## src/rtl/bhd_pkg.sv

```systemverilog
`timescale 1ns / 1ps

package bhd_pkg;

   // frame geometry limits
   localparam int MAX_WIDTH  = 1024;
   localparam int MAX_HEIGHT = 1024;
   localparam int ADDR_W     = $clog2(MAX_WIDTH);
   localparam int ROW_W      = $clog2(MAX_HEIGHT);

   // field widths
   localparam int SIZE_W  = 11;
   localparam int PIX_W   = 8;
   localparam int COUNT_W = 20;
   localparam int CSR_W   = 11;
   localparam int IDX_W   = 2;

   localparam logic [SIZE_W-1:0]  SIZE_MIN   = SIZE_W'(2);
   localparam logic [SIZE_W-1:0]  WIDTH_MAX  = SIZE_W'(MAX_WIDTH);
   localparam logic [SIZE_W-1:0]  HEIGHT_MAX = SIZE_W'(MAX_HEIGHT);
   localparam logic [COUNT_W-1:0] COUNT_MAX  = {COUNT_W{1'b1}};
   localparam logic [PIX_W-1:0]   PIX_ON     = 8'd255;
   localparam logic [PIX_W-1:0]   PIX_OFF    = 8'd0;

   // register reset values
   localparam logic [SIZE_W-1:0] WIDTH_RST  = 11'd256;
   localparam logic [SIZE_W-1:0] HEIGHT_RST = 11'd256;
   localparam logic [PIX_W-1:0]  THRESH_RST = 8'd128;

   // register indexes
   localparam logic [IDX_W-1:0] CSR_FRAME_WIDTH  = 2'd0;
   localparam logic [IDX_W-1:0] CSR_FRAME_HEIGHT = 2'd1;
   localparam logic [IDX_W-1:0] CSR_THRESHOLD    = 2'd2;

   // result slots of one input pixel, in emission order
   localparam logic [1:0] SLOT_CUR_ROW      = 2'd0;
   localparam logic [1:0] SLOT_LAST_ROW     = 2'd1;
   localparam logic [1:0] SLOT_EDGE_COL     = 2'd2;
   localparam logic [1:0] SLOT_FRAME_CORNER = 2'd3;

   // window: column k (0 oldest..2 newest), slot s (0 older, 1 newer, 2 current)
   typedef logic [8:0] win_type;

   typedef struct packed {
      logic newer;
      logic older;
   } ls_entry_type;

   typedef struct packed {
      logic              en;
      logic [ADDR_W-1:0] addr;
   } ls_rd_type;

   typedef struct packed {
      logic              en;
      logic [ADDR_W-1:0] addr;
      ls_entry_type      data;
   } ls_wr_type;

   function automatic logic wbit(win_type win, logic [1:0] k, logic [1:0] s);
      logic [3:0] idx;
      idx = {2'b00, k} * 4'd3 + {2'b00, s};
      return win[idx];
   endfunction

   // returns {hit, centre} for a pinhole: ring of ones around a zero
   function automatic logic [1:0] hole_eval(win_type win,
                                            logic [1:0] kl, logic [1:0] kc,
                                            logic [1:0] kr, logic [1:0] st,
                                            logic [1:0] sm, logic [1:0] sb);
      logic ring;
      logic centre;
      ring = wbit(win, kl, st) & wbit(win, kc, st) & wbit(win, kr, st)
           & wbit(win, kl, sm) & wbit(win, kr, sm)
           & wbit(win, kl, sb) & wbit(win, kc, sb) & wbit(win, kr, sb);
      centre = wbit(win, kc, sm);
      return {ring & ~centre, centre};
   endfunction

endpackage

```

## src/rtl/bhd_req_if.sv

```systemverilog
`timescale 1ns / 1ps

interface bhd_req_if;
   logic                      valid;
   logic                      ready;
   logic [bhd_pkg::PIX_W-1:0] grey_pixel;

   modport source (output valid, output grey_pixel, input ready);
   modport sink   (input valid, input grey_pixel, output ready);
endinterface

```

## src/rtl/bhd_rsp_if.sv

```systemverilog
`timescale 1ns / 1ps

interface bhd_rsp_if;
   logic                        valid;
   logic                        ready;
   logic [bhd_pkg::PIX_W-1:0]   out_pixel;
   logic                        is_defect;
   logic [bhd_pkg::SIZE_W-1:0]  pixel_col;
   logic [bhd_pkg::SIZE_W-1:0]  pixel_row;
   logic [bhd_pkg::COUNT_W-1:0] defect_total;
   logic                        run_last;
   logic                        frame_done;

   modport source (output valid, output out_pixel, output is_defect, output pixel_col,
                   output pixel_row, output defect_total, output run_last,
                   output frame_done, input ready);
   modport sink   (input valid, input out_pixel, input is_defect, input pixel_col,
                   input pixel_row, input defect_total, input run_last,
                   input frame_done, output ready);
endinterface

```

## src/rtl/binary_hole_defect_detector.sv

```systemverilog
`timescale 1ns / 1ps

// Channel  Dir  Beat content
// req      in   grey_pixel, raster order
// rsp      out  out_pixel, is_defect, pixel_col, pixel_row, defect_total,
//               run_last, frame_done
// csr      in   csr_wr_en, csr_index, csr_wdata (write only)
//
// A pixel beat is taken every cycle when rsp is not stalled and each pixel yields
// at most one result beat; a pixel yielding more holds the work stage until its last
// beat is emitted. Row 0 and column 0 pixels yield none, inner pixels one, the last
// column of a row two; the last row doubles each, so four on the last pixel of the
// frame. The rsp output register passes one result beat per cycle while rsp is ready,
// which bounds the rate. Reset clears counters, window and pipeline valids and loads
// the register reset values; the line store needs no clearing. A stalled rsp beat holds;
// req keeps flowing into the work stage until it also fills.
module binary_hole_defect_detector (
   input  logic                          clock,
   input  logic                          reset,
   bhd_req_if.sink                       req,
   bhd_rsp_if.source                     rsp,
   input  logic                          csr_wr_en,
   input  logic [bhd_pkg::IDX_W-1:0]     csr_index,
   input  logic [bhd_pkg::CSR_W-1:0]     csr_wdata
);

   localparam int AW = bhd_pkg::ADDR_W;
   localparam int RW = bhd_pkg::ROW_W;
   localparam int SW = bhd_pkg::SIZE_W;
   localparam int CW = bhd_pkg::COUNT_W;

   typedef struct packed {
      logic [bhd_pkg::PIX_W-1:0] out_pixel;
      logic                      is_defect;
      logic [SW-1:0]             pixel_col;
      logic [SW-1:0]             pixel_row;
      logic [CW-1:0]             defect_total;
      logic                      run_last;
      logic                      frame_done;
   } beat_type;

   // ---------------- configuration ----------------
   logic [SW-1:0]              width_ff, width_in;
   logic [SW-1:0]              height_ff, height_in;
   logic [bhd_pkg::PIX_W-1:0]  thresh_ff, thresh_in;
   logic                       size_wr;

   assign size_wr = csr_wr_en && (csr_index == bhd_pkg::CSR_FRAME_WIDTH ||
                                  csr_index == bhd_pkg::CSR_FRAME_HEIGHT);

   always_comb begin
      width_in  = width_ff;
      height_in = height_ff;
      thresh_in = thresh_ff;
      if (csr_wr_en) begin
         unique case (csr_index)
            bhd_pkg::CSR_FRAME_WIDTH:  width_in  = csr_wdata;
            bhd_pkg::CSR_FRAME_HEIGHT: height_in = csr_wdata;
            bhd_pkg::CSR_THRESHOLD:    thresh_in = csr_wdata[bhd_pkg::PIX_W-1:0];
            default:                   ;  // unknown index ignored
         endcase
      end
   end

   // clamp sizes into 2..max
   logic [SW-1:0] w_eff, h_eff, w_last, h_last;

   always_comb begin
      priority if (width_ff < bhd_pkg::SIZE_MIN)  w_eff = bhd_pkg::SIZE_MIN;
      else if (width_ff > bhd_pkg::WIDTH_MAX)     w_eff = bhd_pkg::WIDTH_MAX;
      else                                        w_eff = width_ff;
      priority if (height_ff < bhd_pkg::SIZE_MIN) h_eff = bhd_pkg::SIZE_MIN;
      else if (height_ff > bhd_pkg::HEIGHT_MAX)   h_eff = bhd_pkg::HEIGHT_MAX;
      else                                        h_eff = height_ff;
   end

   assign w_last = w_eff - SW'(1);
   assign h_last = h_eff - SW'(1);

   // ---------------- input side: raster counters ----------------
   logic [AW-1:0] col_ff, col_in;
   logic [RW-1:0] row_ff, row_in;
   logic          accept;
   logic          retire;
   logic          col_end, row_end;

   assign accept  = req.valid && req.ready;
   assign col_end = ({{(SW-AW){1'b0}}, col_ff} == w_last);
   assign row_end = ({{(SW-RW){1'b0}}, row_ff} == h_last);

   always_comb begin
      col_in = col_ff;
      row_in = row_ff;
      if (size_wr) begin
         col_in = '0;
         row_in = '0;
      end else if (accept) begin
         if (col_end) begin
            col_in = '0;
            row_in = row_end ? '0 : row_ff + RW'(1);
         end else begin
            col_in = col_ff + AW'(1);
         end
      end
   end

   // which result slots this pixel produces
   logic [3:0] pend_new;
   logic       has_rows;
   logic       has_left;

   assign has_rows = (row_ff != '0);
   assign has_left = (col_ff != '0);

   always_comb begin
      pend_new[bhd_pkg::SLOT_CUR_ROW]      = has_rows && has_left;
      pend_new[bhd_pkg::SLOT_LAST_ROW]     = has_rows && has_left && row_end;
      pend_new[bhd_pkg::SLOT_EDGE_COL]     = has_rows && col_end;
      pend_new[bhd_pkg::SLOT_FRAME_CORNER] = has_rows && col_end && row_end;
   end

   // ---------------- line store ----------------
   bhd_pkg::ls_rd_type    ls_rd;
   bhd_pkg::ls_wr_type    ls_wr;
   bhd_pkg::ls_entry_type ls_q;

   assign ls_rd.en   = accept;
   assign ls_rd.addr = col_ff;

   bhd_line_store u_line_store (
      .clock   (clock),
      .rd      (ls_rd),
      .rd_data (ls_q),
      .wr      (ls_wr)
   );

   // ---------------- work stage ----------------
   logic          s1_valid_ff, s1_valid_in;
   logic [AW-1:0] s1_col_ff;
   logic [RW-1:0] s1_row_ff;
   logic          s1_cur_ff;
   logic          s1_left_ff;   // column 1: left neighbor mirrors to column 1
   logic          s1_top_ff;    // row 1: top neighbor mirrors to row 1
   logic          s1_wrap_ff;   // last pixel of the frame
   logic [3:0]    s1_pend_ff, s1_pend_in;

   always_ff @(posedge clock) begin
      if (accept) begin
         s1_col_ff  <= col_ff;
         s1_row_ff  <= row_ff;
         s1_cur_ff  <= (req.grey_pixel >= thresh_ff);
         s1_left_ff <= (col_ff == AW'(1));
         s1_top_ff  <= (row_ff == RW'(1));
         s1_wrap_ff <= col_end && row_end;
      end
   end

   // window shifts in the new column once the line store answers
   bhd_pkg::win_type win_ff, win_in, win_next;

   assign win_next = {s1_cur_ff, ls_q.newer, ls_q.older, win_ff[8:3]};

   // pick the lowest pending slot
   logic [1:0] sel;
   logic [3:0] pend_left;
   logic       last_beat;

   always_comb begin
      priority if (s1_pend_ff[0]) sel = bhd_pkg::SLOT_CUR_ROW;
      else if (s1_pend_ff[1])     sel = bhd_pkg::SLOT_LAST_ROW;
      else if (s1_pend_ff[2])     sel = bhd_pkg::SLOT_EDGE_COL;
      else                        sel = bhd_pkg::SLOT_FRAME_CORNER;
   end

   assign pend_left = s1_pend_ff & ~(4'b0001 << sel);
   assign last_beat = (pend_left == '0);

   // window coordinates for the selected slot
   logic [1:0] kl, kc, kr, st, sm, sb;
   logic       edge_slot, low_slot;
   logic [1:0] eval;
   logic       hit, centre;

   assign edge_slot = sel[1];   // right edge: column w mirrors to w-2
   assign low_slot  = sel[0];   // bottom row: row h mirrors to h-2

   always_comb begin
      kl = edge_slot ? 2'd1 : (s1_left_ff ? 2'd2 : 2'd0);
      kc = edge_slot ? 2'd2 : 2'd1;
      kr = edge_slot ? 2'd1 : 2'd2;
      st = low_slot  ? 2'd1 : (s1_top_ff ? 2'd2 : 2'd0);
      sm = low_slot  ? 2'd2 : 2'd1;
      sb = low_slot  ? 2'd1 : 2'd2;
   end

   assign eval   = bhd_pkg::hole_eval(win_next, kl, kc, kr, st, sm, sb);
   assign hit    = eval[1];
   assign centre = eval[0];

   // ---------------- defect count ----------------
   logic [CW-1:0] defect_ff, defect_in, defect_inc;

   assign defect_inc = (hit && defect_ff != bhd_pkg::COUNT_MAX) ?
                       defect_ff + CW'(1) : defect_ff;

   // ---------------- output register ----------------
   logic     rsp_valid_ff, rsp_valid_in;
   beat_type rsp_beat_ff, beat;
   logic     out_free;
   logic     emit;

   assign out_free = !rsp_valid_ff || rsp.ready;
   assign emit     = s1_valid_ff && (s1_pend_ff != '0) && out_free;
   assign retire   = s1_valid_ff && ((s1_pend_ff == '0) || (emit && last_beat));
   assign req.ready = !s1_valid_ff || retire;

   always_comb begin
      beat.out_pixel    = (centre || hit) ? bhd_pkg::PIX_ON : bhd_pkg::PIX_OFF;
      beat.is_defect    = hit;
      beat.pixel_col    = {{(SW-AW){1'b0}}, s1_col_ff} + {{(SW-1){1'b0}}, edge_slot};
      beat.pixel_row    = {{(SW-RW){1'b0}}, s1_row_ff} + {{(SW-1){1'b0}}, low_slot};
      beat.defect_total = defect_inc;
      beat.run_last     = last_beat;
      beat.frame_done   = (sel == bhd_pkg::SLOT_FRAME_CORNER);
   end

   always_ff @(posedge clock) begin
      if (emit) begin
         rsp_beat_ff <= beat;
      end
   end

   // ---------------- next state ----------------
   always_comb begin
      s1_valid_in = s1_valid_ff;
      s1_pend_in  = s1_pend_ff;
      if (accept) begin
         s1_valid_in = 1'b1;
         s1_pend_in  = pend_new;
      end else if (retire) begin
         s1_valid_in = 1'b0;
         s1_pend_in  = '0;
      end else if (emit) begin
         s1_pend_in  = pend_left;
      end

      win_in = win_ff;
      if (size_wr)     win_in = '0;
      else if (retire) win_in = win_next;

      defect_in = defect_ff;
      if (size_wr)                   defect_in = '0;
      else if (retire && s1_wrap_ff) defect_in = '0;  // new frame
      else if (emit)                 defect_in = defect_inc;

      rsp_valid_in = rsp_valid_ff;
      if (emit)           rsp_valid_in = 1'b1;
      else if (rsp.ready) rsp_valid_in = 1'b0;
   end

   // row shift in the line store as the pixel leaves
   assign ls_wr.en         = retire;
   assign ls_wr.addr       = s1_col_ff;
   assign ls_wr.data.older = ls_q.newer;
   assign ls_wr.data.newer = s1_cur_ff;

   always_ff @(posedge clock) begin
      if (reset) begin
         width_ff     <= bhd_pkg::WIDTH_RST;
         height_ff    <= bhd_pkg::HEIGHT_RST;
         thresh_ff    <= bhd_pkg::THRESH_RST;
         col_ff       <= '0;
         row_ff       <= '0;
         s1_valid_ff  <= 1'b0;
         s1_pend_ff   <= '0;
         win_ff       <= '0;
         defect_ff    <= '0;
         rsp_valid_ff <= 1'b0;
      end else begin
         width_ff     <= width_in;
         height_ff    <= height_in;
         thresh_ff    <= thresh_in;
         col_ff       <= col_in;
         row_ff       <= row_in;
         s1_valid_ff  <= s1_valid_in;
         s1_pend_ff   <= s1_pend_in;
         win_ff       <= win_in;
         defect_ff    <= defect_in;
         rsp_valid_ff <= rsp_valid_in;
      end
   end

   assign rsp.valid        = rsp_valid_ff;
   assign rsp.out_pixel    = rsp_beat_ff.out_pixel;
   assign rsp.is_defect    = rsp_beat_ff.is_defect;
   assign rsp.pixel_col    = rsp_beat_ff.pixel_col;
   assign rsp.pixel_row    = rsp_beat_ff.pixel_row;
   assign rsp.defect_total = rsp_beat_ff.defect_total;
   assign rsp.run_last     = rsp_beat_ff.run_last;
   assign rsp.frame_done   = rsp_beat_ff.frame_done;

endmodule

```

## src/rtl/bhd_line_store.sv

```systemverilog
`timescale 1ns / 1ps

// two binarized rows per column, one entry per column, registered read
module bhd_line_store (
   input  logic                   clock,
   input  bhd_pkg::ls_rd_type     rd,
   output bhd_pkg::ls_entry_type  rd_data,
   input  bhd_pkg::ls_wr_type     wr
);

   bhd_pkg::ls_entry_type mem [bhd_pkg::MAX_WIDTH];
   bhd_pkg::ls_entry_type rd_data_ff;

   always_ff @(posedge clock) begin
      if (wr.en) begin
         mem[wr.addr] <= wr.data;
      end
   end

   always_ff @(posedge clock) begin
      if (rd.en) begin
         rd_data_ff <= mem[rd.addr];
      end
   end

   assign rd_data = rd_data_ff;

endmodule

```

## src/flat_wrapper.sv

```systemverilog
// flat-port wrapper written by rule: the top's interface ports become plain ports
module binary_hole_defect_detector_flat 
  (clock, reset, csr_wr_en, csr_index, csr_wdata, req_valid, req_grey_pixel, req_ready, rsp_valid, rsp_out_pixel, rsp_is_defect, rsp_pixel_col, rsp_pixel_row, rsp_defect_total, rsp_run_last, rsp_frame_done, rsp_ready);
  bhd_req_if req_i ();
  bhd_rsp_if rsp_i ();
  input  logic clock;
  input  logic reset;
  input  logic csr_wr_en;
  input  logic [bhd_pkg::IDX_W-1:0] csr_index;
  input  logic [bhd_pkg::CSR_W-1:0] csr_wdata;
  input wire logic [$bits(req_i.valid)-1:0] req_valid;
  input wire logic [$bits(req_i.grey_pixel)-1:0] req_grey_pixel;
  output wire logic [$bits(req_i.ready)-1:0] req_ready;
  output wire logic [$bits(rsp_i.valid)-1:0] rsp_valid;
  output wire logic [$bits(rsp_i.out_pixel)-1:0] rsp_out_pixel;
  output wire logic [$bits(rsp_i.is_defect)-1:0] rsp_is_defect;
  output wire logic [$bits(rsp_i.pixel_col)-1:0] rsp_pixel_col;
  output wire logic [$bits(rsp_i.pixel_row)-1:0] rsp_pixel_row;
  output wire logic [$bits(rsp_i.defect_total)-1:0] rsp_defect_total;
  output wire logic [$bits(rsp_i.run_last)-1:0] rsp_run_last;
  output wire logic [$bits(rsp_i.frame_done)-1:0] rsp_frame_done;
  input wire logic [$bits(rsp_i.ready)-1:0] rsp_ready;
  assign req_i.valid = req_valid;
  assign req_i.grey_pixel = req_grey_pixel;
  assign req_ready = req_i.ready;
  assign rsp_valid = rsp_i.valid;
  assign rsp_out_pixel = rsp_i.out_pixel;
  assign rsp_is_defect = rsp_i.is_defect;
  assign rsp_pixel_col = rsp_i.pixel_col;
  assign rsp_pixel_row = rsp_i.pixel_row;
  assign rsp_defect_total = rsp_i.defect_total;
  assign rsp_run_last = rsp_i.run_last;
  assign rsp_frame_done = rsp_i.frame_done;
  assign rsp_i.ready = rsp_ready;
  binary_hole_defect_detector u_core (.clock(clock), .reset(reset), .req(req_i), .rsp(rsp_i), .csr_wr_en(csr_wr_en), .csr_index(csr_index), .csr_wdata(csr_wdata));
endmodule
```

## config.mk

```make
export PLATFORM = sky130hd
export DESIGN_NAME = binary_hole_defect_detector_flat
export DESIGN_NICKNAME = d
export VERILOG_FILES = /design/src/rtl/bhd_pkg.sv /design/src/rtl/bhd_req_if.sv /design/src/rtl/bhd_rsp_if.sv /design/src/rtl/binary_hole_defect_detector.sv /design/src/rtl/bhd_line_store.sv /design/src/flat_wrapper.sv
export SDC_FILE = /design/constraint.sdc
export NUM_CORES = 2
export LEC_CHECK = 0
export BUFFER_PORTS_ARGS = -buffer_cell sky130_fd_sc_hd__buf_2
export CAP_MARGIN = 15
export CELL_PAD_IN_SITES_DETAIL_PLACEMENT = 1
export CELL_PAD_IN_SITES_GLOBAL_PLACEMENT = 1
export CORE_ASPECT_RATIO = 0.75
export CORE_MARGIN = 2
export CORE_UTILIZATION = 25
export DETAILED_ROUTE_END_ITERATION = 10
export PLACE_DENSITY_LB_ADDON = 0.12
export SYNTH_ARGS = -nofsm -noshare
export SYNTH_HDL_FRONTEND = slang
export SYNTH_SLANG_ARGS = --single-unit
```

## constraint.sdc

```tcl
create_clock -name clock -period 22.9 [get_ports clock]
set_input_delay 0 -clock clock [delete_from_list [all_inputs] [get_ports clock]]
set_output_delay 0 -clock clock [all_outputs]
set_load 0.005 [all_outputs]
```

# ---- After elaboration in Yosys (flattened, before gate mapping)
# Memory sizes are Yosys's and may differ from the RTL's. A register that Yosys moved wholly into a read port is not among the register bits.
# Cells that the tools add are included.
dict set report word_totals {
  out_inout_bits 55
  mem_count 1
  ramBits 2048
  inputBits 26
  reg_bits 162
}
dict set report op_classes {
  magnitude_cmp 14
  multipliers 3
  n_bitwise 11
  eq_ne 8
  add_sub_neg 16
  reduce_logical 35
  shift 1
  n_mux 46
}
# memory depth word_bits rd rd_clocked_by_memory_dff wr line
set memory_table {}
lappend memory_table {u_core.u_line_store.mem 1024 2 1 1 1 bhd_line_store.sv:11} ;# bhd_pkg::ls_entry_type mem [bhd_pkg::MAX_WIDTH];
# operator count
set ops {}
lappend ops {{< comparator 4 x 5 -> 1 bit, second input constant} 9}
lappend ops {{2-to-1 mux 11 bit} 4}
lappend ops {{adder 4 x 2 -> 4 bit} 9}
lappend ops {{binary-select mux 1 bit (select 4 bit)} 9}
lappend ops {{adder 10 x 1 -> 11 bit} 2}
lappend ops {{== test 10 x 11 -> 1 bit} 2}
lappend ops {{greater-than comparator 11 bit, second input constant} 2}
lappend ops {{< comparator 11 x 2 -> 1 bit, second input constant} 2}
lappend ops {{subtractor 11 x 1 -> 11 bit, second input constant} 2}
lappend ops {{adder 10 x 1 -> 10 bit, second input constant} 2}
lappend ops {{adder 20 x 1 -> 20 bit, second input constant} 1}
lappend ops {{== test 10 x 1 -> 1 bit, second input constant} 2}
lappend ops {{2-to-1 mux 10 bit} 2}
lappend ops {{2-to-1 mux 2 bit} 10}
lappend ops {{2-to-1 mux 20 bit} 1}
lappend ops {{!= test 20 bit, second input constant} 1}
lappend ops {{nonzero test 10 bit} 2}
lappend ops {{2-to-1 mux 1 bit} 16}
lappend ops {{logical AND 1 bit} 13}
lappend ops {{multiplier 2 x 2 -> 4 bit, second input constant} 3}
lappend ops {{2-to-1 mux 4 bit} 3}
lappend ops {{bitwise AND 1 bit} 8}
lappend ops {{>= comparator 8 bit} 1}
lappend ops {{zero test 4 bit} 2}
lappend ops {{16 further kinds} 26}

# ---- Logic depth before layout (Yosys ltp)
dict set report depth {
  ltp_word 18
  depth_mapped 17
  ltp_nobuf 13
}

# ---- Cells and area by module
# Synthesis repeated with hierarchy kept, for this count alone.
dict set report hier_totals {
  cells_unflattened 5724
  area_unflattened_um2 92561.3
}
# module area_per_inst_um2 instances cells_each
set modules_own_cells {}
lappend modules_own_cells {bhd_line_store 83777.8 1 4793}
lappend modules_own_cells {binary_hole_defect_detector 8783.4 1 931}

# ---- Worst setup path after synthesis
# OpenSTA, ideal clock, no wires.
dict set report synth_path {
  path_type {register to register}
  startpoint {reg u_core.s1_cur_ff}
  endpoint {reg u_core.rsp_beat_ff, in the netlist u_core.rsp.defect_total[1], data pin}
  setup_time_ps 260
  required_time_ps 22640
  stages_incl_launch_ff 11
  arrival_ps 15865
  period_less_slack_ps 16124
  slack_ps 6776
  path_cell_list {edfxtp_1 nand2_1 a2111oi_0 o221ai_1 nand4bb_1 nor4_1 nand4_1 clkbuf_1 clkbuf_1 nor2_1 mux2_2}
}
# item line
set synth_lines {}
lappend synth_lines {{start: declaration} binary_hole_defect_detector.sv:141} ;# logic s1_cur_ff;
lappend synth_lines {{start signal: assignment} binary_hole_defect_detector.sv:151} ;# s1_cur_ff <= (req.grey_pixel >= thresh_ff);
lappend synth_lines {{end signal: assignment} binary_hole_defect_detector.sv:229} ;# rsp_beat_ff <= beat;
lappend synth_lines {{end: declaration} binary_hole_defect_detector.sv:208} ;# beat_type rsp_beat_ff, beat;

==> summary.txt <==
Power
  – Sw Pwr: 1.95 mW
  – Combinational share of power: 4.6%
  – Peak supply drop: 0.0561 mV
  – Static Leakage: 31.2 nW
  – Flop pwr share: 51.1%
  – Sw Ratio: 22.4%
  – Tot Pwr: 8.71 mW
  – Power Dens Cells: 82.4 mW/mm^2
  – Pint: between 6 and 7 mW
  – Clock power frac: 44.3%

STA
  – Max Transition Viols Final: 0
  – Final period util: 30.7%
  – Setup Skew: 0.0719 ns
  – Fin crit period: about 7.0 ns
  – Hold Fails Final Rpt: 0
  – Slew @ Worst Pin: ~1.2 ns
  – RSZ-0062 raised after global routing: no
  – Setup-failing EPs final: 0
  – Max frequency: 142 MHz
  – Final TNS setup: 0 ns
  – Relative slew margins: 19.5%

Placed design
  – Inst Count DP: 10,200
  – IO buf count: 80
  – Final Wtd Congestion: 0.762
  – Area of placed instances: 0.0977 sq mm
  – DP Wirelength: ~190,000 um

Final layout
  – Final instance area: 0.106 sq mm
  – Finished Layout Cells: 10,700
  – Area grow syn2layout: 16.0%
  – Register Area: 0.0653 sq mm
  – Filler Cells Inserted: 37,700
  – Final nets: roughly 5,700
  – Util after Layout: around 29%
  – Share of layout cells above drive strength 1: 21.0%
  – Multi-input combinational cell area: 0.0244 sq mm

Synth
  – Syn_area_per_cell: 16.5 sq um
  – Ys async rst share: 0%
  – Synthesized area: 0.0912 sq mm
  – Post-Syn Nets: 5,569
  – Biggest area consumer among synthesized cells: edfxtp_1
  – Top_reg_cell synth: edfxtp_1
  – Synthesis-stage register bit count: 2,202
  – Post-synth top cells: edfxtp_1, nor2_1, mux4_2, clkbuf_1, nand2_1
  – Distinct cells, synth: 83
  – Synth top area cells: edfxtp_1, mux4_2, nor2_1, dfxtp_1, mux2i_1
  – YS warnings: 0
  – Top-area cell type share of the netlist area: 69.8%
  – EDFF count, synth: 2,120
  – Most frequent cell after synthesis: edfxtp_1
  – Seq/Total Area, Yosys: 71.6%
  – Synth Instances: 5,512

Clock tree
  – Clk root buf: clkbuf_16
  – Maximum clock insertion buffer count: 4
  – Clk_lat worst skew: 0.94 ns
  – Post-CTS Resized: 0
  – Clock transition at path regs: 0.07 ns
  – CTS tree: done
  – Postcts setup bufs: 0
  – Total number of H-tree levels: 4
  – Clock buffer count from CTS: 235
  – Sink Count: around 2,200

Route
  – First-pass DRT Iterations: 7
  – Final wirelength: 333,000 um
  – Drt wl/cell: 31.2 um
  – Vias/cell: slightly below 5
  – Residual DRC count: 0
  – Antenna viol nets, final: 0
  – Initial DRC Count: 5,103
  – Vias: 51,900

Critical path
  – Top cell by count, worst path: buf_4
  – CP Cell Sequence: buf_4, buf_12, buf_4, buf_4, buf_4, mux4_2, mux4_2, mux2i_1, o32ai_1, nand4b_1, a31oi_1, a311oi_1, o21a_1
  – Max stage delay on crit path: 0.74 ns
  – CP max FO: 65
  – Crit-path slowest cell: buf_4
  – Critical path launch point type: flop
  – Critical Path RT: 23.57 ns
  – Critical Path AT: 7.70 ns
  – Nature of the critical path endpoint: flop
  – Critical path class: reg -> reg

Run status
  – Status: complete, no violations

Die
  – I/O pin total: 81
  – Die H: about 530 um
  – Starting density of the core: about a quarter
  – Chip width: 701 um
  – Placement Rows: about 190
  – Core Footprint: 0.364 sq mm
  – DIE AREA: about 0.37 sq mm

Job
  – Maxcap violations: 0

Global route
  – Global Route Usage Sum: 17.8%
  – Antenna violations before repair: 36
  – First-pass GRT wire length: 460,000 um
  – Vias in the first global route: around 54,000
  – Total grt overflow: 0
  – Largest net degree at the start of global routing: roughly 210

Min path
  – Hold/Removal Path Class: in -> reg
==> kinds of logic after synthesis <==
logic type,Yosys count,synth area share [%]
simple gates,1633,7.64
compound gates,449,3.21
flops,2202,71.6
fa+ha+maj,31,0.434
mux,669,14.4
xor+xnor,63,0.605
buf+inv,465,2.04
==> per-layer routing <==
metal  vias up  part of all wire, %  GRT usage (%)  routed length, um
met5         -                0.014              0                 48
li1      21800                    -              -                  -
met2      1447                   43           26.4             145000
met1     28300                   48           26.6             159000
met4         6                  2.2           3.92               7340
met3       385                  6.5           3.56              21800
==> area by class of cell <==
cell class	count	area share, %
Multi-Input combinational cell	2845	23.1
Clock inverter	130	1.11
Tap cell	4850	5.74
Antenna cell	6	0.0142
Clock buffer	301	5.95
Sequential cell	2202	61.8
Timing Repair Buffer	311	2.24
Inverter	31	0.110
==> power by group through the flow <==
stage / combinational (mW) / sequential [mW] / clock (mW)
after floorplan: 0.213 / 4.65 / 0
after global placement: 0.404 / 4.54 / 0
after detailed placement: 0.406 / 4.54 / 0
after CTS: 0.412 / 4.45 / 3.96
after global routing: 0.435 / 4.45 / 4.10
final: 0.401 / 4.45 / 3.85
==> placed cells by master (no fill, tap or decap), types with 34 or more instances in the layout <==
cell type	Yosys	final
a21oi_1	102	102
a22oi_1	53	53
buf_2	60	83
buf_4	7	162
clkbuf_1	308	56
clkbuf_16	0	241
clkinv_1	1	46
clkinv_2	0	53
dfxtp_1	82	74
dlygate4sd3_1	0	57
edfxtp_1	2120	2120
mux2i_1	126	126
mux4_2	515	515
nand2_1	168	129
nand3_1	81	80
nor2_1	1138	1134
o21ai_0	62	62
o22ai_1	85	85
or3_1	35	34
xor2_1	38	38
==> critical path, delay by kind of cell (launching register included) <==
family	cells	cell delay, ns
buffers and inverters	5	3.03
AO/OA/AOI/OAI	4	1.06
AND/OR/NAND/NOR	1	0.25
flip-flops	1	0.63
multiplexers	3	1.36
==> flip-flops by register name, indices dropped and copies added (netlist names), 11 cells and up <==
signal	count
u_core.rsp.pixel_col	11
u_core.rsp.pixel_row	11
u_core.height_ff	11
u_core.rsp.defect_total	20
u_core.u_line_store.mem	2048
u_core.width_ff	11
u_core.defect_ff	20
==> metrics by stage <==
step | hold slack, ns | setup slack [ns]
2_1_floorplan | 0.118 | 6.78
3_3_place_gp | 0.258 | 15.72
3_5_place_dp | 0.262 | 15.72
4_1_cts | 0.110 | 15.67
5_1_grt | 0.184 | 15.23
6_report | 0.154 | 15.87
==> path summary, 6_finish.rpt <==
check                                              to                             start  slack, ns  cells after the start
max          u_core.u_line_store.rd_data[0]$_DFFE_PP_     u_core.col_ff[0]$_SDFFE_PP0P_      15.87                     13
min                 u_core.s1_pend_ff[0]$_SDFFE_PP0P_                         req_valid       0.15                      5
max reg2reg  u_core.u_line_store.rd_data[0]$_DFFE_PP_     u_core.col_ff[0]$_SDFFE_PP0P_      15.87                     13
min reg2reg          u_core.thresh_ff[3]$_SDFFE_PP0P_  u_core.thresh_ff[3]$_SDFFE_PP0P_       0.51                      2
==> repair_timing <==
item / in CTS / in global routing
hold buffers: 57 / 0
hold endpoints to repair: 63 / 0
setup endpoints to repair: 0 / 0
Power figures use the tool's default switching activity.
